===== src/design/assert_macros.svh =====
// Assertion macros shared by the step-rate generator modules.
// No dependencies; included by files that carry concurrent assertions.
`ifndef ASSERT_MACROS_SVH
`define ASSERT_MACROS_SVH

// same-cycle implication
`define SRG_ASSERT(label, clk, rst_n, ante, cons, msg) \
  label: assert property (@(posedge clk) disable iff (!rst_n) (ante) |-> (cons)) \
    else $error(msg);

// next-cycle implication
`define SRG_ASSERT_NEXT(label, clk, rst_n, ante, cons, msg) \
  label: assert property (@(posedge clk) disable iff (!rst_n) (ante) |=> (cons)) \
    else $error(msg);

`endif


===== src/design/srg_pkg.sv =====
// Types, constants and period helpers for the step-rate generator.
// No dependencies; imported by every other design file but the assertion macro header.
package srg_pkg;

  localparam logic [1:0] KIND_TICK = 2'd0;
  localparam logic [1:0] KIND_MOVE = 2'd1;
  localparam logic [1:0] KIND_BACK = 2'd2;

  localparam logic [2:0] REG_MODE     = 3'd0;
  localparam logic [2:0] REG_ENTRY    = 3'd1;
  localparam logic [2:0] REG_NOMINAL  = 3'd2;
  localparam logic [2:0] REG_INC      = 3'd3;
  localparam logic [2:0] REG_ACCEL    = 3'd4;
  localparam logic [2:0] REG_INTERVAL = 3'd5;

  typedef enum logic [2:0] {
    PH_STOP  = 3'd0,
    PH_START = 3'd1,
    PH_ACC   = 3'd2,
    PH_NOM   = 3'd3,
    PH_DEC   = 3'd4,
    PH_BACK  = 3'd5
  } srg_phase_t;

  localparam logic [31:0] CYC_LIM_DIV1    = 32'h0000_FFFF;
  localparam logic [31:0] CYC_LIM_DIV8    = 32'h0007_FFFF;
  localparam logic [31:0] CYC_LIM_DIV64   = 32'h003F_FFFF;
  localparam logic [31:0] CYC_LIM_DIV256  = 32'h00FF_FFFF;
  localparam logic [31:0] CYC_LIM_DIV1024 = 32'h03FF_FFFF;
  localparam logic [26:0] PERIOD_MAX      = 27'h3FF_FC00;

  localparam logic [9:0] PSC_1    = 10'd0;
  localparam logic [9:0] PSC_8    = 10'd7;
  localparam logic [9:0] PSC_64   = 10'd63;
  localparam logic [9:0] PSC_256  = 10'd255;
  localparam logic [9:0] PSC_1024 = 10'd1023;

  typedef struct packed {
    logic [1:0]  kind;
    logic        electrode_touched;
    logic        direction_forward;
    logic [19:0] gap_speed;
    logic [15:0] back_distance;
  } srg_in_t;

  typedef struct packed {
    logic               step_pulse;
    logic signed [31:0] position;
    logic [2:0]         motion_phase;
    logic               timer_stopped;
    logic [9:0]         prescaler_minus_one;
    logic [15:0]        period_ceiling;
    logic [19:0]        current_speed;
  } srg_out_t;

  typedef struct packed {
    logic        machining_mode;
    logic [19:0] start_rate;
    logic [19:0] cruise_rate;
    logic [19:0] speed_increment;
    logic [31:0] accel_distance;
    logic [25:0] speed_change_interval;
  } srg_cfg_t;

  typedef struct packed {
    logic latch;
    logic command;
    logic touch;
    logic start;
    logic div_start;
    logic period_load;
    logic half_add;
    logic acc_add;
    logic acc_cmp;
    logic speed_update;
    logic back_step;
    logic finish;
    logic pulse;
    logic count;
  } srg_cmd_t;

  typedef struct packed {
    logic [1:0] kind;
    logic       machining;
    srg_phase_t phase;
    logic       due;
    logic       div_done;
  } srg_stat_t;

  typedef struct packed {
    logic [9:0]  psc_m1;
    logic [15:0] ceiling;
  } srg_timer_t;

  function automatic logic [26:0] round_period(input logic [31:0] cyc);
    logic [26:0] p;
    p = cyc[26:0];
    if (cyc <= CYC_LIM_DIV1) begin
      round_period = p;
    end else if (cyc <= CYC_LIM_DIV8) begin
      round_period = {p[26:3], 3'd0};
    end else if (cyc <= CYC_LIM_DIV64) begin
      round_period = {p[26:6], 6'd0};
    end else if (cyc <= CYC_LIM_DIV256) begin
      round_period = {p[26:8], 8'd0};
    end else if (cyc <= CYC_LIM_DIV1024) begin
      round_period = {p[26:10], 10'd0};
    end else begin
      round_period = PERIOD_MAX;
    end
  endfunction

  function automatic srg_timer_t split_period(input logic [26:0] p);
    logic [31:0] w;
    w = {5'd0, p};
    if (w <= CYC_LIM_DIV1) begin
      split_period = '{psc_m1: PSC_1, ceiling: p[15:0]};
    end else if (w <= CYC_LIM_DIV8) begin
      split_period = '{psc_m1: PSC_8, ceiling: p[18:3]};
    end else if (w <= CYC_LIM_DIV64) begin
      split_period = '{psc_m1: PSC_64, ceiling: p[21:6]};
    end else if (w <= CYC_LIM_DIV256) begin
      split_period = '{psc_m1: PSC_256, ceiling: p[23:8]};
    end else if (w <= CYC_LIM_DIV1024) begin
      split_period = '{psc_m1: PSC_1024, ceiling: p[25:10]};
    end else begin
      split_period = '{psc_m1: PSC_1024, ceiling: 16'hFFFF};
    end
  endfunction

endpackage


===== src/design/srg_if.sv =====
// Valid/ready channel interfaces for command input and step results.
// Depends on srg_pkg for the payload types.
interface srg_in_if import srg_pkg::*; ();
  logic    valid;
  logic    ready;
  srg_in_t data;

  modport source (output valid, output data, input ready);
  modport sink (input valid, input data, output ready);
endinterface

interface srg_out_if import srg_pkg::*; ();
  logic     valid;
  logic     ready;
  srg_out_t data;

  modport source (output valid, output data, input ready);
  modport sink (input valid, input data, output ready);
endinterface


===== src/design/srg_cfg.sv =====
// APB-style configuration register file for the step-rate generator.
// Depends on srg_pkg for the configuration struct.
module srg_cfg
  import srg_pkg::*;
(
  input  logic        clk,
  input  logic        rst_n,
  input  logic        psel,
  input  logic        penable,
  input  logic        pwrite,
  input  logic [4:0]  paddr,
  input  logic [31:0] pwdata,
  output logic [31:0] prdata,
  output logic        pready,
  output srg_cfg_t    cfg
);

  srg_cfg_t    cfg_r;
  logic        wr_en;
  logic [2:0]  reg_idx;

  assign pready  = 1'b1;
  assign reg_idx = paddr[4:2];
  assign wr_en   = psel && penable && pwrite;
  assign cfg     = cfg_r;

  always_ff @(posedge clk) begin
    if (!rst_n) begin
      cfg_r.machining_mode        <= 1'b0;
      cfg_r.start_rate            <= 20'd100;
      cfg_r.cruise_rate           <= 20'd1000;
      cfg_r.speed_increment       <= 20'd50;
      cfg_r.accel_distance        <= 32'd1000;
      cfg_r.speed_change_interval <= 26'd720000;
    end else if (wr_en) begin
      case (reg_idx)
        REG_MODE:     cfg_r.machining_mode        <= pwdata[0];
        REG_ENTRY:    cfg_r.start_rate            <= pwdata[19:0];
        REG_NOMINAL:  cfg_r.cruise_rate           <= pwdata[19:0];
        REG_INC:      cfg_r.speed_increment       <= pwdata[19:0];
        REG_ACCEL:    cfg_r.accel_distance        <= pwdata;
        REG_INTERVAL: cfg_r.speed_change_interval <= pwdata[25:0];
        default: begin
        end
      endcase
    end
  end

  always_comb begin
    case (reg_idx)
      REG_MODE:     prdata = {31'd0, cfg_r.machining_mode};
      REG_ENTRY:    prdata = {12'd0, cfg_r.start_rate};
      REG_NOMINAL:  prdata = {12'd0, cfg_r.cruise_rate};
      REG_INC:      prdata = {12'd0, cfg_r.speed_increment};
      REG_ACCEL:    prdata = cfg_r.accel_distance;
      REG_INTERVAL: prdata = {6'd0, cfg_r.speed_change_interval};
      default:      prdata = 32'd0;
    endcase
  end

endmodule


===== src/design/srg_div.sv =====
// Radix-2 restoring divider: timer clock rate divided by speed.
// Depends on srg_pkg; one quotient bit per cycle, zero divisor gives all ones.
`include "assert_macros.svh"
module srg_div
  import srg_pkg::*;
#(
  parameter int CLOCK_TICKS_PER_US = 72
) (
  input  logic        clk,
  input  logic        rst_n,
  input  logic        start,
  input  logic [19:0] divisor,
  output logic        done,
  output logic [31:0] quotient
);

  localparam logic [31:0] CLK_HZ   = 32'(CLOCK_TICKS_PER_US * 1000000);
  localparam int          ITER     = 32;
  localparam int          CNT_W    = $clog2(ITER);
  localparam logic [CNT_W-1:0] LAST_CNT = CNT_W'(ITER - 1);

  logic             busy_r;
  logic             done_r;
  logic [CNT_W-1:0] cnt_r;
  logic [19:0]      rem_r;
  logic [19:0]      dvs_r;
  logic [31:0]      quo_r;
  logic [20:0]      shifted;
  logic [20:0]      diff;
  logic             ge;

  assign shifted  = {rem_r, quo_r[31]};
  assign diff     = shifted - {1'b0, dvs_r};
  assign ge       = shifted >= {1'b0, dvs_r};
  assign done     = done_r;
  assign quotient = quo_r;

  always_ff @(posedge clk) begin
    if (!rst_n) begin
      busy_r <= 1'b0;
      done_r <= 1'b0;
    end else begin
      done_r <= 1'b0;
      if (start) begin
        cnt_r <= '0;
        rem_r <= 20'd0;
        dvs_r <= divisor;
        if (divisor == 20'd0) begin
          quo_r  <= '1;
          done_r <= 1'b1;
        end else begin
          quo_r  <= CLK_HZ;
          busy_r <= 1'b1;
        end
      end else if (busy_r) begin
        rem_r <= ge ? diff[19:0] : shifted[19:0];
        quo_r <= {quo_r[30:0], ge};
        cnt_r <= cnt_r + CNT_W'(1);
        if (cnt_r == LAST_CNT) begin
          busy_r <= 1'b0;
          done_r <= 1'b1;
        end
      end
    end
  end

  `SRG_ASSERT_NEXT(a_div_last_done, clk, rst_n, busy_r && (cnt_r == LAST_CNT), done_r, "divider missed done")

endmodule


===== src/design/srg_datapath.sv =====
// Datapath: motion state, time accumulator, speed ramp, period and result register.
// Depends on srg_pkg and srg_div; driven by srg_ctrl commands.
`include "assert_macros.svh"
module srg_datapath
  import srg_pkg::*;
#(
  parameter int CLOCK_TICKS_PER_US = 72
) (
  input  logic      clk,
  input  logic      rst_n,
  input  srg_cfg_t  cfg,
  input  srg_in_t   in_data,
  input  srg_cmd_t  cmd,
  output srg_stat_t stat,
  output srg_out_t  out_data
);

  logic [1:0]  kind_r;
  logic        touched_r;
  logic        fwd_r;
  logic [19:0] sp_in_r;
  logic [15:0] back_dist_r;
  srg_phase_t  phase_r, phase_nxt;
  logic [19:0] speed_r, speed_nxt;
  logic [31:0] acc_r, acc_nxt;
  logic [26:0] period_r, period_nxt;
  logic [31:0] steps_r, steps_nxt;
  logic [31:0] pos_r, pos_nxt;
  logic [15:0] back_left_r, back_left_nxt;
  logic        stopped_r, stopped_nxt;
  srg_out_t    out_r;

  logic        div_done;
  logic [31:0] div_quo;
  logic [32:0] addend;
  logic [32:0] acc_sum;
  logic [31:0] interval_w;
  logic        acc_gt;
  logic [20:0] ramp_sum;
  srg_timer_t  tmr;

  srg_div #(
    .CLOCK_TICKS_PER_US(CLOCK_TICKS_PER_US)
  ) u_div (
    .clk     (clk),
    .rst_n   (rst_n),
    .start   (cmd.div_start),
    .divisor (speed_r),
    .done    (div_done),
    .quotient(div_quo)
  );

  assign interval_w = {6'd0, cfg.speed_change_interval};
  assign acc_gt     = acc_r > interval_w;
  assign addend     = cmd.half_add ? {7'd0, period_r[26:1]} : {6'd0, period_r};
  assign acc_sum    = {1'b0, acc_r} + addend;
  assign ramp_sum   = {1'b0, speed_r} + {1'b0, cfg.speed_increment};
  assign tmr        = split_period(period_r);

  assign stat.kind      = kind_r;
  assign stat.machining = cfg.machining_mode;
  assign stat.phase     = phase_r;
  assign stat.due       = acc_gt;
  assign stat.div_done  = div_done;
  assign out_data       = out_r;

  always_comb begin
    phase_nxt     = phase_r;
    speed_nxt     = speed_r;
    acc_nxt       = acc_r;
    period_nxt    = period_r;
    steps_nxt     = steps_r;
    pos_nxt       = pos_r;
    back_left_nxt = back_left_r;
    stopped_nxt   = stopped_r;

    if (cmd.latch) begin
      stopped_nxt = 1'b0;
    end
    if (cmd.command) begin
      if (kind_r == KIND_MOVE) begin
        phase_nxt = PH_START;
        steps_nxt = 32'd0;
      end else if (kind_r == KIND_BACK) begin
        phase_nxt     = PH_BACK;
        back_left_nxt = back_dist_r;
      end
    end
    if (cmd.touch && touched_r && (phase_r != PH_BACK)) begin
      phase_nxt = PH_DEC;
    end
    if (cmd.start) begin
      speed_nxt = cfg.start_rate;
      phase_nxt = PH_ACC;
    end
    if (cmd.period_load) begin
      period_nxt = round_period(div_quo);
    end
    if (cmd.half_add || cmd.acc_add) begin
      acc_nxt = acc_sum[32] ? 32'hFFFF_FFFF : acc_sum[31:0];
    end
    if (cmd.acc_cmp && acc_gt) begin
      acc_nxt = acc_r - interval_w;
    end
    if (cmd.speed_update) begin
      if (cfg.machining_mode) begin
        speed_nxt = sp_in_r;
      end else begin
        case (phase_r)
          PH_ACC: begin
            if (steps_r < cfg.accel_distance) begin
              if (ramp_sum >= {1'b0, cfg.cruise_rate}) begin
                speed_nxt = cfg.cruise_rate;
                phase_nxt = PH_NOM;
              end else begin
                speed_nxt = ramp_sum[19:0];
              end
            end
          end
          PH_DEC: begin
            if (speed_r > cfg.speed_increment) begin
              speed_nxt = speed_r - cfg.speed_increment;
            end else begin
              speed_nxt   = {1'b0, cfg.speed_increment[19:1]};
              phase_nxt   = PH_STOP;
              stopped_nxt = 1'b1;
              steps_nxt   = 32'd0;
            end
          end
          PH_NOM: speed_nxt = cfg.cruise_rate;
          default: begin
          end
        endcase
      end
    end
    if (cmd.back_step) begin
      if (back_left_r <= 16'd1) begin
        back_left_nxt = 16'd0;
        phase_nxt     = PH_STOP;
        stopped_nxt   = 1'b1;
      end else begin
        back_left_nxt = back_left_r - 16'd1;
      end
    end
    if (cmd.finish) begin
      if (cmd.pulse) begin
        pos_nxt = fwd_r ? pos_r + 32'd1 : pos_r - 32'd1;
      end
      if (cmd.count) begin
        steps_nxt = steps_r + 32'd1;
      end
    end
  end

  always_ff @(posedge clk) begin
    if (!rst_n) begin
      phase_r     <= PH_STOP;
      speed_r     <= 20'd0;
      acc_r       <= 32'd0;
      period_r    <= 27'd0;
      steps_r     <= 32'd0;
      pos_r       <= 32'd0;
      back_left_r <= 16'd0;
      stopped_r   <= 1'b0;
    end else begin
      phase_r     <= phase_nxt;
      speed_r     <= speed_nxt;
      acc_r       <= acc_nxt;
      period_r    <= period_nxt;
      steps_r     <= steps_nxt;
      pos_r       <= pos_nxt;
      back_left_r <= back_left_nxt;
      stopped_r   <= stopped_nxt;
    end
  end

  always_ff @(posedge clk) begin
    if (cmd.latch) begin
      kind_r      <= in_data.kind;
      touched_r   <= in_data.electrode_touched;
      fwd_r       <= in_data.direction_forward;
      sp_in_r     <= in_data.gap_speed;
      back_dist_r <= in_data.back_distance;
    end
    if (cmd.finish) begin
      out_r.step_pulse          <= cmd.pulse;
      out_r.position            <= signed'(pos_nxt);
      out_r.motion_phase        <= phase_r;
      out_r.timer_stopped       <= stopped_r;
      out_r.prescaler_minus_one <= tmr.psc_m1;
      out_r.period_ceiling      <= tmr.ceiling;
      out_r.current_speed       <= speed_r;
    end
  end

  `SRG_ASSERT(a_half_in_accel, clk, rst_n, cmd.half_add, phase_r == PH_ACC, "half-period add outside acceleration")

endmodule


===== src/design/srg_ctrl.sv =====
// Sequencing controller: accepts transactions, steps the datapath, hands off results.
// Depends on srg_pkg for command, status and code definitions.
`include "assert_macros.svh"
module srg_ctrl
  import srg_pkg::*;
(
  input  logic      clk,
  input  logic      rst_n,
  input  logic      in_valid,
  output logic      in_ready,
  output logic      out_valid,
  input  logic      out_ready,
  input  srg_stat_t stat,
  output srg_cmd_t  cmd
);

  typedef enum logic [3:0] {
    S_IDLE,
    S_DISPATCH,
    S_PREP,
    S_DIV_GO,
    S_DIV_WAIT,
    S_HALF,
    S_ACC_ADD,
    S_ACC_CMP,
    S_UPDATE,
    S_BACK,
    S_FINISH
  } state_t;

  typedef enum logic [1:0] {
    RET_HALF,
    RET_BACK,
    RET_END
  } ret_t;

  state_t state_r;
  ret_t   ret_r;
  logic   pulse_r;
  logic   count_r;
  logic   out_valid_r;
  logic   slot_free;

  assign in_ready  = (state_r == S_IDLE);
  assign out_valid = out_valid_r;
  assign slot_free = !out_valid_r || out_ready;

  always_comb begin
    cmd = '0;
    case (state_r)
      S_IDLE: cmd.latch = in_valid;
      S_DISPATCH: begin
        if ((stat.kind == KIND_MOVE) || (stat.kind == KIND_BACK)) begin
          cmd.command = 1'b1;
        end else if ((stat.kind == KIND_TICK) && !stat.machining &&
                     (stat.phase != PH_STOP)) begin
          cmd.touch = 1'b1;
        end
      end
      S_PREP:     cmd.start = (stat.phase == PH_START);
      S_DIV_GO:   cmd.div_start = 1'b1;
      S_DIV_WAIT: cmd.period_load = stat.div_done;
      S_HALF:     cmd.half_add = 1'b1;
      S_ACC_ADD:  cmd.acc_add = 1'b1;
      S_ACC_CMP:  cmd.acc_cmp = 1'b1;
      S_UPDATE:   cmd.speed_update = 1'b1;
      S_BACK:     cmd.back_step = 1'b1;
      S_FINISH: begin
        cmd.finish = slot_free;
        cmd.pulse  = pulse_r;
        cmd.count  = count_r;
      end
      default: begin
      end
    endcase
  end

  always_ff @(posedge clk) begin
    if (!rst_n) begin
      state_r     <= S_IDLE;
      ret_r       <= RET_END;
      pulse_r     <= 1'b0;
      count_r     <= 1'b0;
      out_valid_r <= 1'b0;
    end else begin
      if (out_valid_r && out_ready) begin
        out_valid_r <= 1'b0;
      end
      case (state_r)
        S_IDLE: begin
          if (in_valid) begin
            state_r <= S_DISPATCH;
          end
        end
        S_DISPATCH: begin
          pulse_r <= 1'b0;
          count_r <= 1'b0;
          if ((stat.kind == KIND_TICK) && stat.machining) begin
            pulse_r <= 1'b1;
            state_r <= S_ACC_ADD;
          end else if ((stat.kind == KIND_TICK) && (stat.phase != PH_STOP)) begin
            pulse_r <= 1'b1;
            count_r <= 1'b1;
            state_r <= S_PREP;
          end else begin
            state_r <= S_FINISH;
          end
        end
        S_PREP: begin
          if (stat.phase == PH_START) begin
            ret_r   <= RET_HALF;
            state_r <= S_DIV_GO;
          end else if (stat.phase == PH_BACK) begin
            ret_r   <= RET_BACK;
            state_r <= S_DIV_GO;
          end else begin
            state_r <= S_ACC_ADD;
          end
        end
        S_DIV_GO: state_r <= S_DIV_WAIT;
        S_DIV_WAIT: begin
          if (stat.div_done) begin
            case (ret_r)
              RET_HALF: state_r <= S_HALF;
              RET_BACK: state_r <= S_BACK;
              default:  state_r <= S_FINISH;
            endcase
          end
        end
        S_HALF:    state_r <= S_ACC_ADD;
        S_ACC_ADD: state_r <= S_ACC_CMP;
        S_ACC_CMP: begin
          state_r <= stat.due ? S_UPDATE : S_FINISH;
        end
        S_UPDATE: begin
          ret_r   <= RET_END;
          state_r <= S_DIV_GO;
        end
        S_BACK: state_r <= S_FINISH;
        S_FINISH: begin
          if (slot_free) begin
            out_valid_r <= 1'b1;
            state_r     <= S_IDLE;
          end
        end
        default: state_r <= S_IDLE;
      endcase
    end
  end

  `SRG_ASSERT_NEXT(a_accept_dispatch, clk, rst_n, in_valid && in_ready, state_r == S_DISPATCH, "accepted transaction not dispatched")
  `SRG_ASSERT_NEXT(a_finish_presents, clk, rst_n, cmd.finish, out_valid_r, "finished transaction not presented")

endmodule


===== src/design/trapezoidal_step_rate_generator.sv =====
// Trapezoidal step-rate generator: controller, datapath with serial divider, APB registers.
// Result latency depends on the transaction: commands and idle ticks are quickest, then
// ticks without a speed update; speed updates, back-off steps and a move's first tick wait
// on the serial divider, which sets the throughput. One transaction is in flight at a time.
// A finished result waits in the output register while the next transaction is taken.
// Synchronous active-low reset: stopped, speed and position zero, registers to defaults.
module trapezoidal_step_rate_generator
  import srg_pkg::*;
#(
  parameter int CLOCK_TICKS_PER_US = 72
) (
  input  logic        clk,
  input  logic        rst_n,
  srg_in_if.sink      in_item,
  srg_out_if.source   out_res,
  input  logic        psel,
  input  logic        penable,
  input  logic        pwrite,
  input  logic [4:0]  paddr,
  input  logic [31:0] pwdata,
  output logic [31:0] prdata,
  output logic        pready
);

  srg_cfg_t  cfg;
  srg_cmd_t  cmd;
  srg_stat_t stat;

  srg_cfg u_cfg (
    .clk    (clk),
    .rst_n  (rst_n),
    .psel   (psel),
    .penable(penable),
    .pwrite (pwrite),
    .paddr  (paddr),
    .pwdata (pwdata),
    .prdata (prdata),
    .pready (pready),
    .cfg    (cfg)
  );

  srg_ctrl u_ctrl (
    .clk      (clk),
    .rst_n    (rst_n),
    .in_valid (in_item.valid),
    .in_ready (in_item.ready),
    .out_valid(out_res.valid),
    .out_ready(out_res.ready),
    .stat     (stat),
    .cmd      (cmd)
  );

  srg_datapath #(
    .CLOCK_TICKS_PER_US(CLOCK_TICKS_PER_US)
  ) u_dp (
    .clk     (clk),
    .rst_n   (rst_n),
    .cfg     (cfg),
    .in_data (in_item.data),
    .cmd     (cmd),
    .stat    (stat),
    .out_data(out_res.data)
  );

endmodule

===== src/flat_wrapper.sv =====
// flat-port wrapper written by rule: the top's interface ports become plain ports
module trapezoidal_step_rate_generator_flat import srg_pkg::*;
#(
  parameter int CLOCK_TICKS_PER_US = 72
)
  (clk, rst_n, psel, penable, pwrite, paddr, pwdata, prdata, pready, in_item_valid, in_item_data, in_item_ready, out_res_valid, out_res_data, out_res_ready);
  srg_in_if in_item_i ();
  srg_out_if out_res_i ();
  input  logic clk;
  input  logic rst_n;
  input  logic psel;
  input  logic penable;
  input  logic pwrite;
  input  logic [4:0] paddr;
  input  logic [31:0] pwdata;
  output logic [31:0] prdata;
  output logic pready;
  input wire logic [$bits(in_item_i.valid)-1:0] in_item_valid;
  input wire logic [$bits(in_item_i.data)-1:0] in_item_data;
  output wire logic [$bits(in_item_i.ready)-1:0] in_item_ready;
  output wire logic [$bits(out_res_i.valid)-1:0] out_res_valid;
  output wire logic [$bits(out_res_i.data)-1:0] out_res_data;
  input wire logic [$bits(out_res_i.ready)-1:0] out_res_ready;
  assign in_item_i.valid = in_item_valid;
  assign in_item_i.data = in_item_data;
  assign in_item_ready = in_item_i.ready;
  assign out_res_valid = out_res_i.valid;
  assign out_res_data = out_res_i.data;
  assign out_res_i.ready = out_res_ready;
  trapezoidal_step_rate_generator #(.CLOCK_TICKS_PER_US(CLOCK_TICKS_PER_US)) u_core (.clk(clk), .rst_n(rst_n), .in_item(in_item_i), .out_res(out_res_i), .psel(psel), .penable(penable), .pwrite(pwrite), .paddr(paddr), .pwdata(pwdata), .prdata(prdata), .pready(pready));
endmodule

===== config.mk =====
export PLATFORM = sky130hd
export DESIGN_NAME = trapezoidal_step_rate_generator_flat
export DESIGN_NICKNAME = d
export VERILOG_FILES = /design/src/design/srg_pkg.sv /design/src/design/srg_if.sv /design/src/design/srg_cfg.sv /design/src/design/srg_div.sv /design/src/design/srg_datapath.sv /design/src/design/srg_ctrl.sv /design/src/design/trapezoidal_step_rate_generator.sv /design/src/flat_wrapper.sv
export VERILOG_INCLUDE_DIRS = /design/src /design/src/design
export SDC_FILE = /design/constraint.sdc
export NUM_CORES = 1
export LEC_CHECK = 0
export BUFFER_PORTS_ARGS = -buffer_cell sky130_fd_sc_hd__buf_2
export CAP_MARGIN = 20
export CORE_MARGIN = 3
export CORE_UTILIZATION = 40
export CTS_BUF_LIST = sky130_fd_sc_hd__clkbuf_8 sky130_fd_sc_hd__clkbuf_16
export DETAILED_ROUTE_END_ITERATION = 7
export SLEW_MARGIN = 20
export SYNTH_ARGS = -nofsm -noshare
export SYNTH_HDL_FRONTEND = slang
export SYNTH_HIERARCHICAL = 1
export SYNTH_SLANG_ARGS = --single-unit
export TNS_END_PERCENT = 10

===== constraint.sdc =====
create_clock -name clk -period 9.1 [get_ports clk]
set_input_delay 1.82 -clock clk [delete_from_list [all_inputs] [get_ports clk]]
set_output_delay 1.82 -clock clk [all_outputs]
set_load 0.01 [all_outputs]

======== After elaboration in Yosys (flattened, before gate mapping) ========
Index checks and enable logic that the tools add are counted.
cells by class
  shift operators ......................... 0
  order comparisons ....................... 16
  $add $sub $neg .......................... 10
  equal/unequal tests ..................... 31
  reductions and logical operators ........ 40
  multipliers ............................. 0
  divide/modulo/power cells ............... 0
  mux-type cells .......................... 105
  bitwise operators ....................... 0
operators with widths
  cell                   number
  $mux 32                17
  $pmux 32 s6            1
  $mux 27                6
  $mux 20                8
  $mux 16                8
  $add 32x1->32 const B  2
  $pmux 20 s3            1
  $mux 3                 15
  $pmux 4 s11            1
  $ge 21x20->1           2
  $sub 20x20->20         2
  $add 32x27->33         1
  $mux 1                 33
  $gt 32x26->1           1
  $le 32x16->1 const B   1
  $le 32x19->1 const B   1
  $le 32x22->1 const B   1
  $le 32x24->1 const B   1
  $le 32x26->1 const B   1
  $lt 32x32->1           1
  $sub 32x1->32 const B  1
  $sub 32x26->32         1
  $le 27x16->1 const B   1
  $le 27x19->1 const B   1
  43 further kinds       94
word-level totals
  ROM bits ................................ 0
  word-level logic and storage cells ...... 242
  input port bits ......................... 84
  bits in latches ......................... 0
  bits in writable memories ............... 0
  bits in registers ....................... 493
  output and inout bits ................... 118
  memories ................................ 0

======== Depth between registers and ports, before layout ========
Gate-level depths: netlist (run 1).
  word-level depth ........................ 17
  mapped depth ............................ 21
  mapped depth without buffers ............ 19

======== Cells and area by module ========
Netlist (run 1), hierarchy kept.
modules (own cells, without submodules)
  module        seq. area each (µm²)  times used  area each (µm²)  cells an instance
  srg_datapath  6776.5                1           21057.7          2524
  srg_cfg       2382.3                1           5320.1           553
  srg_div       2352.3                1           4149.0           383
  srg_ctrl      180.2                 1           730.7            86

======== Worst setup path after synthesis (run 1) ========
No wires, ideal clock.
  path type ............................... input-to-reg
  start point ............................. input out_res_ready
  end point ............................... register u_core.u_dp.out_r, in the netlist u_core/u_dp/out_data[71], data pin
  arrival ................................. 7.060 ns
  setup slack ............................. 1.774 ns
  buffers on the path ..................... 2
  library setup time ...................... 0.266 ns
  data required time ...................... 8.834 ns
  stages on the path ...................... 7
  cells stage by stage .................... nand2b_1 > nor2b_1 > nand2_1 > clkbuf_1 > buf_1 > nand2_1 > nand3_1
RTL lines
  item         line                text
  from (decl)  flat_wrapper.sv:23  input wire logic [$bits(out_res_i.ready)-1:0] out_res_ready;
  to (decl)    srg_datapath.sv:31  srg_out_t out_r;

======== Worst setup path after layout (run 1) ========
  start point ............................. input paddr[2]
  end point ............................... output prdata[1]
on the way
  word-level cells in the longest chain between the ends .. 2
  elaborated cells between the ends (all ways) .. 7
  classes of those cells .................. 5 x eq/ne; 1 x mux; 1 x reduce/logical
RTL lines
  item                                      line                text
  from (decl)                               flat_wrapper.sv:14  input logic [4:0] paddr;
  $eq 3x3->1, or another cell as far along  srg_cfg.sv:50       case (reg_idx)
  $pmux 32 s6 *                             srg_cfg.sv:50
  to (decl)                                 flat_wrapper.sv:16  output logic [31:0] prdata;
Every way passes the cells marked *; elsewhere a longest branch is shown, timed or not.

==> results of run 1 <==
sequential cells by signal, indices dropped and copies added, names as in the netlist, 20 cells and up:
register / count
u_core/u_dp/period_r: 27
u_core/u_dp/u_div/quotient: 32
u_core/u_dp/u_div/dvs_r: 20
u_core/u_cfg/cfg: 119
u_core/u_dp/steps_r: 32
u_core/u_dp/out_data: 77
u_core/u_dp/speed_r: 20
u_core/u_dp/acc_r: 32
u_core/u_dp/u_div/rem_r: 20
u_core/u_dp/sp_in_r: 20
u_core/u_dp/pos_r: 32
synthesized netlist by cell type (58+ instances only):
cell	n	share of area
nor2_1	256	0.031
nand3_1	72	0.012
mux2i_1	169	0.054
a21oi_1	251	0.040
inv_1	234	0.028
nand2_1	368	0.044
nor3_1	58	0.0093
o21ai_0	253	0.041
clkbuf_1	124	0.015
edfxtp_1	194	0.19
ha_1	200	0.080
xnor2_1	78	0.022
dfxtp_1	293	0.19
critical path: stages:
cell	delay (ns)
buf_2	0.08
buf_4	0.54
inv_1	0.18
nor2_2	0.78
a221o_1	0.40
buf_2	0.17
kinds of logic (layout without fill, tap and decap cells):
family	count (synthesis)	in the layout	synth area share
and+or+nand+nor	1061	1061	0.1646
AOI/OAI and AO/OA	1038	1038	0.2198
DFF	487	487	0.3740
buffers and inverters	428	574	0.05660
muxes	208	208	0.06817
adders and majority gates	206	206	0.08390
xor gates and xnor gates	117	117	0.03278
other	1	4	0.0001200
through the flow:
step	hold WS [ns]	power [mW]	util	setup WS, ns
6_report	0.4578	6.737	0.4567	3.291
5_1_grt	0.4725	7.049	0.4566	3.160
4_1_cts	0.4579	6.771	0.4566	3.340
3_5_place_dp	0.4494	4.287	0.4298	3.349
3_3_place_gp	0.4525	4.279	0.4298	3.328
2_1_floorplan	0.4093	3.801	-	1.774
worst paths after layout:
path | cells past startpoint | end | startpoint
hold reg to reg | 1 | u_core/u_dp/steps_r[31]$_SDFF_PN0_ | u_core/u_dp/steps_r[31]$_SDFF_PN0_
setup / recovery | 6 | prdata[1] | paddr[2]
setup reg to reg | 18 | u_core/u_dp/speed_r[3]$_SDFF_PN0_ | u_core/u_dp/speed_r[0]$_SDFF_PN0_
hold / removal | 1 | u_core/u_dp/steps_r[31]$_SDFF_PN0_ | u_core/u_dp/steps_r[31]$_SDFF_PN0_
layout make-up:
type	instances	share of cell area
repair buffers	229	0.03553
clock inverters	41	0.01314
well taps	1030	0.03678
multi-input cells	2631	0.5096
inverters	236	0.02532
diodes	3	0.0002143
flip-flops and latches	487	0.3337
clock buffers	68	0.04568
layer usage:
layer / part of all wire / global-route usage / vias to the layer above
li1: - / - / 13210
met1: 0.46 / 0.3223 / 12790
met2: 0.45 / 0.3599 / 857
met3: 0.069 / 0.03737 / 142
met4: 0.030 / 0.07062 / 0
met5: 0 / 0 / -
power by group through the flow:
| stage | clock [mW] | combinational [mW] | sequential [mW] |
|---|---|---|---|
| global route | 2.60 | 1.86 | 2.59 |
| detailed placement | 0 | 1.67 | 2.62 |
| finish | 2.46 | 1.70 | 2.58 |
| floorplan | 0 | 1.26 | 2.54 |
| CTS | 2.52 | 1.68 | 2.57 |
| global placement | 0 | 1.66 | 2.62 |
==> metrics.md, run 1 <==
| Metric | Value |
|---|---|
| Status | completed |
| CTS resizes | 0 |
| # rows | 101 |
| Non-filler instance count after layout | approximately 4,700 |
| Clock share of power | 0.365 |
| Worst path arrival time | 3.99 ns |
| Kind of critical path | primary input to output pin |
| Drt first-iter violations | 2,432 |
| Sw frac | 0.3295 |
| Vias in the first global route | 25,100 |
| Net switching power | between 2 and 2.5 mW |
| Total global-route track usage | 0.2291 |
| Fin. Hold Viols | 0 |
| Placed cell count | 4,613 |
| Chip Height | between 200 and 300 um |
| Worst Hold Class | register to register |
| Tmin final | approximately 5.8 ns |
| Skew-Pair Late Insertion Delay | 0.64 ns |
| Max Buffers Root-to-Sink | 3 |
| Fmax achieved | 172.2 MHz |
| Max IR drop VDD | between 0.00015 and 0.0002 V |
| TritonCTS Buffers | 58 |
| Most frequent cells in the layout | 368 x nand2_1, 293 x dfxtp_1, 253 x nor2_1 |
| Gpl congestion | 0.9542 |
| WL final | 96,600 um |
| Mapped Cells | 3,546 |
| Vias per inst | 5.713 |
| Area growth syn-to-layout | 12.08% |
| Largest net degree at the start of global routing | around 180 |
| Max Cap Viol | 0 |
| LEAKAGE | 14.35 nW |
| CP startpoint kind | primary input |
| # IOs | 202 |
| # DRC | 0 |
| Vias after detailed routing | 27,000 |
| Hold Buf Count CTS | 0 |
| Antenna Nets Post-Route | 0 |
| Sequential share of power | 0.382 |
| Setup Viol. Count Final | 0 |
| Netlist Area Pre-Place | 0.03126 sq mm |
| TNS Setup | 0 ns |
| Internal power | 4.517 mW |
| Area of the multi-input gates | 0.01785 sq mm |
| Remaining Overflow, GRT | 0 |
| Tcrit/Tclk final | 0.6383 |
| Pwr dens | 192.3 mW/mm^2 |
| Die ar. | 0.08153 sq mm |
| Seq cells post-synth | 487 |
| Share of cells above drive strength 1 | 0.1219 |
| Synthesized area per cell | 8.815 sq um |
| RSZ-0062 raised after global routing | no |
| Ys async rst share | 0 |
| Placeable Area | ~0.077 sq mm |
| Post-synth EDFFs | 194 |
| Distinct cells, synth | 112 |
| Fillers | ~7,500 |
| CP max FO | 34 |
| Combinational power share | 0.253 |
| # H-tree levels | 2 |
| Setup crit end kind | output pin |
| Slew HR | 0.2479 |
| CTS tree | built |
| First-pass GRT wire length | 148,100 um |
| Initial Utilization | 0.4075 |
| Reg clk slew, reported paths | about 0.06 ns |
| Ys flop type | dfxtp_1 |
| Final instance area | 0.03503 sq mm |
| DP Wirelength | roughly 70,000 um |
| Die W | 285.5 um |
| Post-Place Cell Area | 0.03297 sq mm |
| Drt pass-1 iters | 5 |
| Skew final | 0.03539 ns |
| YS warnings | 6 |
| Seq/Total Area, Yosys | 0.3740 |
| Nets@finish | a little under 4,000 |
| Initial antenna violation count | 2 |
| Drt wl/cell | 20.45 um |
| Setup bufs post-CTS | 0 |
| Net count after synthesis | 3,836 |
| Flop2flop setup slack | 3.45 ns |
| Number of I/O port buffers | 198 |
| Root buf cell | clkbuf_16 |
| Sink Count | between 400 and 500 |
| Max-slew violation count | 0 |
| Worst-margin pin slew | between 1 and 1.5 ns |
| Commonest non-fill, non-tap cell in the layout | nand2_1 |
| Register area | 0.01169 sq mm |
| CP required | between 7 and 8 ns |
Power figures use the tool's default switching activity.
==> inputs of run 2 (changes only) <==
==> constraint.sdc (replaced) <==
create_clock -name clk -period 5.5 [get_ports clk]
set_input_delay 1.1 -clock clk [delete_from_list [all_inputs] [get_ports clk]]
set_output_delay 1.1 -clock clk [all_outputs]
set_load 0.01 [all_outputs]
==> run 2 against run 1 <==
  * Register-to-register slack worse by 3.3 ns
  * Clock power rose by 57%
  * Wire length rose by 4.7%
  * Highest routed layer unchanged
  * Design area rose by 0.58%
  * Die area did not move
  * Clock skew decreased by 0.0024 ns
  * Sequential cell count stayed put
  * Global-route usage increased by 1.0 points
  * Sequential power increased by 63%
  * Sequential share of layout area shrank 0.19 points
  * Critical endpoint is now u_core/u_dp/speed_r[4]$_SDFF_PN0_
==> metrics.md, run 2 (same netlist as run 1, synthesis figures left out) <==
| Metric | Value |
|---|---|
| Status | completed (unchanged) |
| Setup Viol. Count Final | 0 (unchanged) |
| Die ar. | 0.08153 sq mm (unchanged) |
| Worst-margin pin slew | 1.251 ns (was 1.127 ns) |
| Worst Hold Slack | 0.4663 ns (was 0.4578 ns) |
| Tmin final | 5.311 ns |
| Post-Place Cell Area | 0.03331 sq mm (was 0.03297 sq mm) |
| CP required | 6.01 ns (was 7.28 ns) |
| DP Wirelength | 73,620 um (was 70,040 um) |
| # DRC | 0 (unchanged) |
| Kind of critical path | register to register (was primary input to output pin) |
| Sink Count | 487 (unchanged) |
| # IOs | 202 (unchanged) |
| Max FFs per register | 119 (unchanged) |
| Pwr dens | 313.6 mW/mm^2 (was 192.3 mW/mm^2) |
| Gpl congestion | 0.9870 (was 0.9542) |
| Remaining Overflow, GRT | 0 (unchanged) |
| Most frequent cells in the layout | 368 x nand2_1, 292 x dfxtp_1, 253 x nor2_1 (was 368 x nand2_1, 293 x dfxtp_1, 253 x nor2_1) |
| Skew-Pair Late Insertion Delay | 0.64 ns (about the same) |
| LEAKAGE | 14.52 nW (was 14.35 nW) |
| Initial Utilization | 0.4075 (unchanged) |
| Reg2Reg Depth | 19 (was 18) |
| Flop2flop setup slack | 0.19 ns (was 3.45 ns) |
| TritonCTS Buffers | 57 (was 58) |
| CP startpoint kind | register (was primary input) |
| WL final | 101,100 um (was 96,600 um) |
| Tcrit/Tclk final | 0.9656 |
| Antenna Nets Post-Route | 0 (unchanged) |
| Total global-route track usage | 0.2392 (was 0.2291) |
| Reg2reg start | u_core/u_cfg/cfg[68]$_SDFFE_PN0P_ (was u_core/u_dp/speed_r[0]$_SDFF_PN0_) |
| Hold Buf Count CTS | 0 (unchanged) |
| CTS tree | built (unchanged) |
| RSZ-0062 raised after global routing | no (unchanged) |
| Reg clk slew, reported paths | 0.07 ns (was 0.06 ns) |
| Worst path arrival time | 5.82 ns (was 3.99 ns) |
| Vias in the first global route | 25,330 (was 25,100) |
| Slew HR | 0.1626 (was 0.2479) |
| First-pass GRT wire length | 153,900 um (was 148,100 um) |
| Number of I/O port buffers | 198 (unchanged) |
| Initial antenna violation count | 2 (unchanged) |
| Chip Height | 285.5 um (unchanged) |
| Max-slew violation count | 0 (unchanged) |
| Root buf cell | clkbuf_16 (unchanged) |
| # H-tree levels | 2 (unchanged) |
| Vias after detailed routing | 27,530 (was 27,000) |
| Drt pass-1 iters | 6 (was 5) |
| TNS Setup | 0 ns (unchanged) |
| Largest net degree at the start of global routing | 89 (was 179) |
| Final instance area | 0.03524 sq mm (was 0.03503 sq mm) |
| Max Cap Viol | 0 (unchanged) |
| Vias per inst | 5.779 (was 5.713) |
| R2r endpoint | u_core/u_dp/speed_r[4]$_SDFF_PN0_ (was u_core/u_dp/speed_r[3]$_SDFF_PN0_) |
| Share of cells above drive strength 1 | 0.1292 (was 0.1219) |
| Max Buffers Root-to-Sink | 3 (unchanged) |
| Worst Hold Class | register to register (unchanged) |
| # rows | 101 (unchanged) |
| Fin. Hold Viols | 0 (unchanged) |
| Die W | 285.5 um (unchanged) |
| Setup crit start | u_core/u_cfg/cfg[68]$_SDFFE_PN0P_ (was paddr[2]) |
| Setup crit end kind | register (was output pin) |
| Drt wl/cell | 21.24 um (was 20.45 um) |
| CP max FO | 16 (was 34) |
| Max IR drop VDD | 0.0002379 V (was 0.0001564 V) |
| Drt first-iter violations | 2,734 (was 2,432) |
| Area growth syn-to-layout | 12.74% (was 12.08%) |
| Skew final | 0.03301 ns (was 0.03539 ns) |
| Critical path endpoint | u_core/u_dp/speed_r[4]$_SDFF_PN0_ (was prdata[1]) |
| Tot Pwr | 11.05 mW (was 6.737 mW) |
| Commonest non-fill, non-tap cell in the layout | nand2_1 (unchanged) |
| Placeable Area | 0.07671 sq mm (unchanged) |
| Nets@finish | 3,976 (was 3,933) |
| Fmax achieved | approximately 190 MHz |
==> run 2: cell count changes in the layout (fill, tap and decap cells not counted), moves of 2 or more <==
cell,delta
inv_1,+6
buf_4,+43
diode_2,-2
clkinv_1,+4
clkinv_2,-5
bufinv_16,-2
clkbuf_8,-4
==> run 2: cell type report <==
| class | count | area (sq um) |
|---|---|---|
| sequential | 487 | 11690 |
| inverter | 236 | 887.1 |
| tap | 1030 | 1289 |
| antenna | 1 | 2.502 |
| clock buffer | 63 | 1520 |
| multi-input combinational | 2631 | 17870 |
| timing repair buffer | 273 | 1588 |
| fill | 7493 | 41470 |
| clock inverter | 42 | 387.9 |
==> run 2: repair_timing <==
action | in CTS | in global routing
setup buffers | 0 | 0
gates resized for setup | 0 | 3
endpoints found under the setup margin | 0 | 4
hold endpoints to repair | 0 | 0
==> run 2: worst min-delay path by stage <==
stage	cells after the start	to	slack [ns]	startpoint
global route	2	u_core/u_cfg/cfg[22]$_SDFFE_PN0P_	0.49	u_core/u_cfg/cfg[22]$_SDFFE_PN0P_
finish	2	u_core/u_cfg/cfg[52]$_SDFFE_PN0P_	0.47	u_core/u_cfg/cfg[52]$_SDFFE_PN0P_
floorplan	0	u_core/u_dp/out_data[46]$_DFFE_PP_	0.41	u_core/u_dp/stopped_r$_SDFF_PN0_
detailed placement	1	u_core/u_dp/steps_r[31]$_SDFF_PN0_	0.45	u_core/u_dp/steps_r[31]$_SDFF_PN0_
CTS	1	u_core/u_dp/steps_r[31]$_SDFF_PN0_	0.47	u_core/u_dp/steps_r[31]$_SDFF_PN0_
global placement	1	u_core/u_dp/steps_r[31]$_SDFF_PN0_	0.45	u_core/u_dp/steps_r[31]$_SDFF_PN0_
==> run 2: metal layers <==
metal  GRT usage  up-vias  part of all wire
met4     0.07779        0             0.032
met3     0.03195      162             0.067
met5           0        -                 0
met1      0.3448    13180              0.46
met2      0.3693      949              0.44
li1            -    13240                 -
==> run 2: through the flow <==
| stage | setup WS [ns] | std cells | utilization |
|---|---|---|---|
| finish | 0.1895 | 4763 | 0.4594 |
| global route | 0.03030 | 4763 | 0.4594 |
| CTS | 0.2655 | 4762 | 0.4591 |
| detailed placement | 0.2850 | 4657 | 0.4343 |
| global placement | 0.4031 | 4657 | 0.4343 |
| floorplan | 0.6308 | 3546 | - |
==> run 2: worst max-delay path: stages (launching register included) <==
cell and delay (ns):
dfxtp_1 0.44, inv_1 0.07, ha_1 0.32, or3_1 0.41
or3_1 0.38, a211oi_4 0.27, o211ai_1 0.19, a21oi_1 0.23
o41ai_2 0.09, xor2_1 0.18, ha_1 0.22, or4_1 0.49
a221o_1 0.28, a221oi_1 0.35, o311a_1 0.36, buf_12 0.20
mux2i_1 0.20, nor2_1 0.07, o31ai_1 0.29, a21oi_1 0.10
==> run 2: where the power goes <==
group	switching (mW)	total, mW	internal, mW
registers	0.179	4.20	4.02
logic	1.89	2.99	1.09
clock network	1.64	3.87	2.23
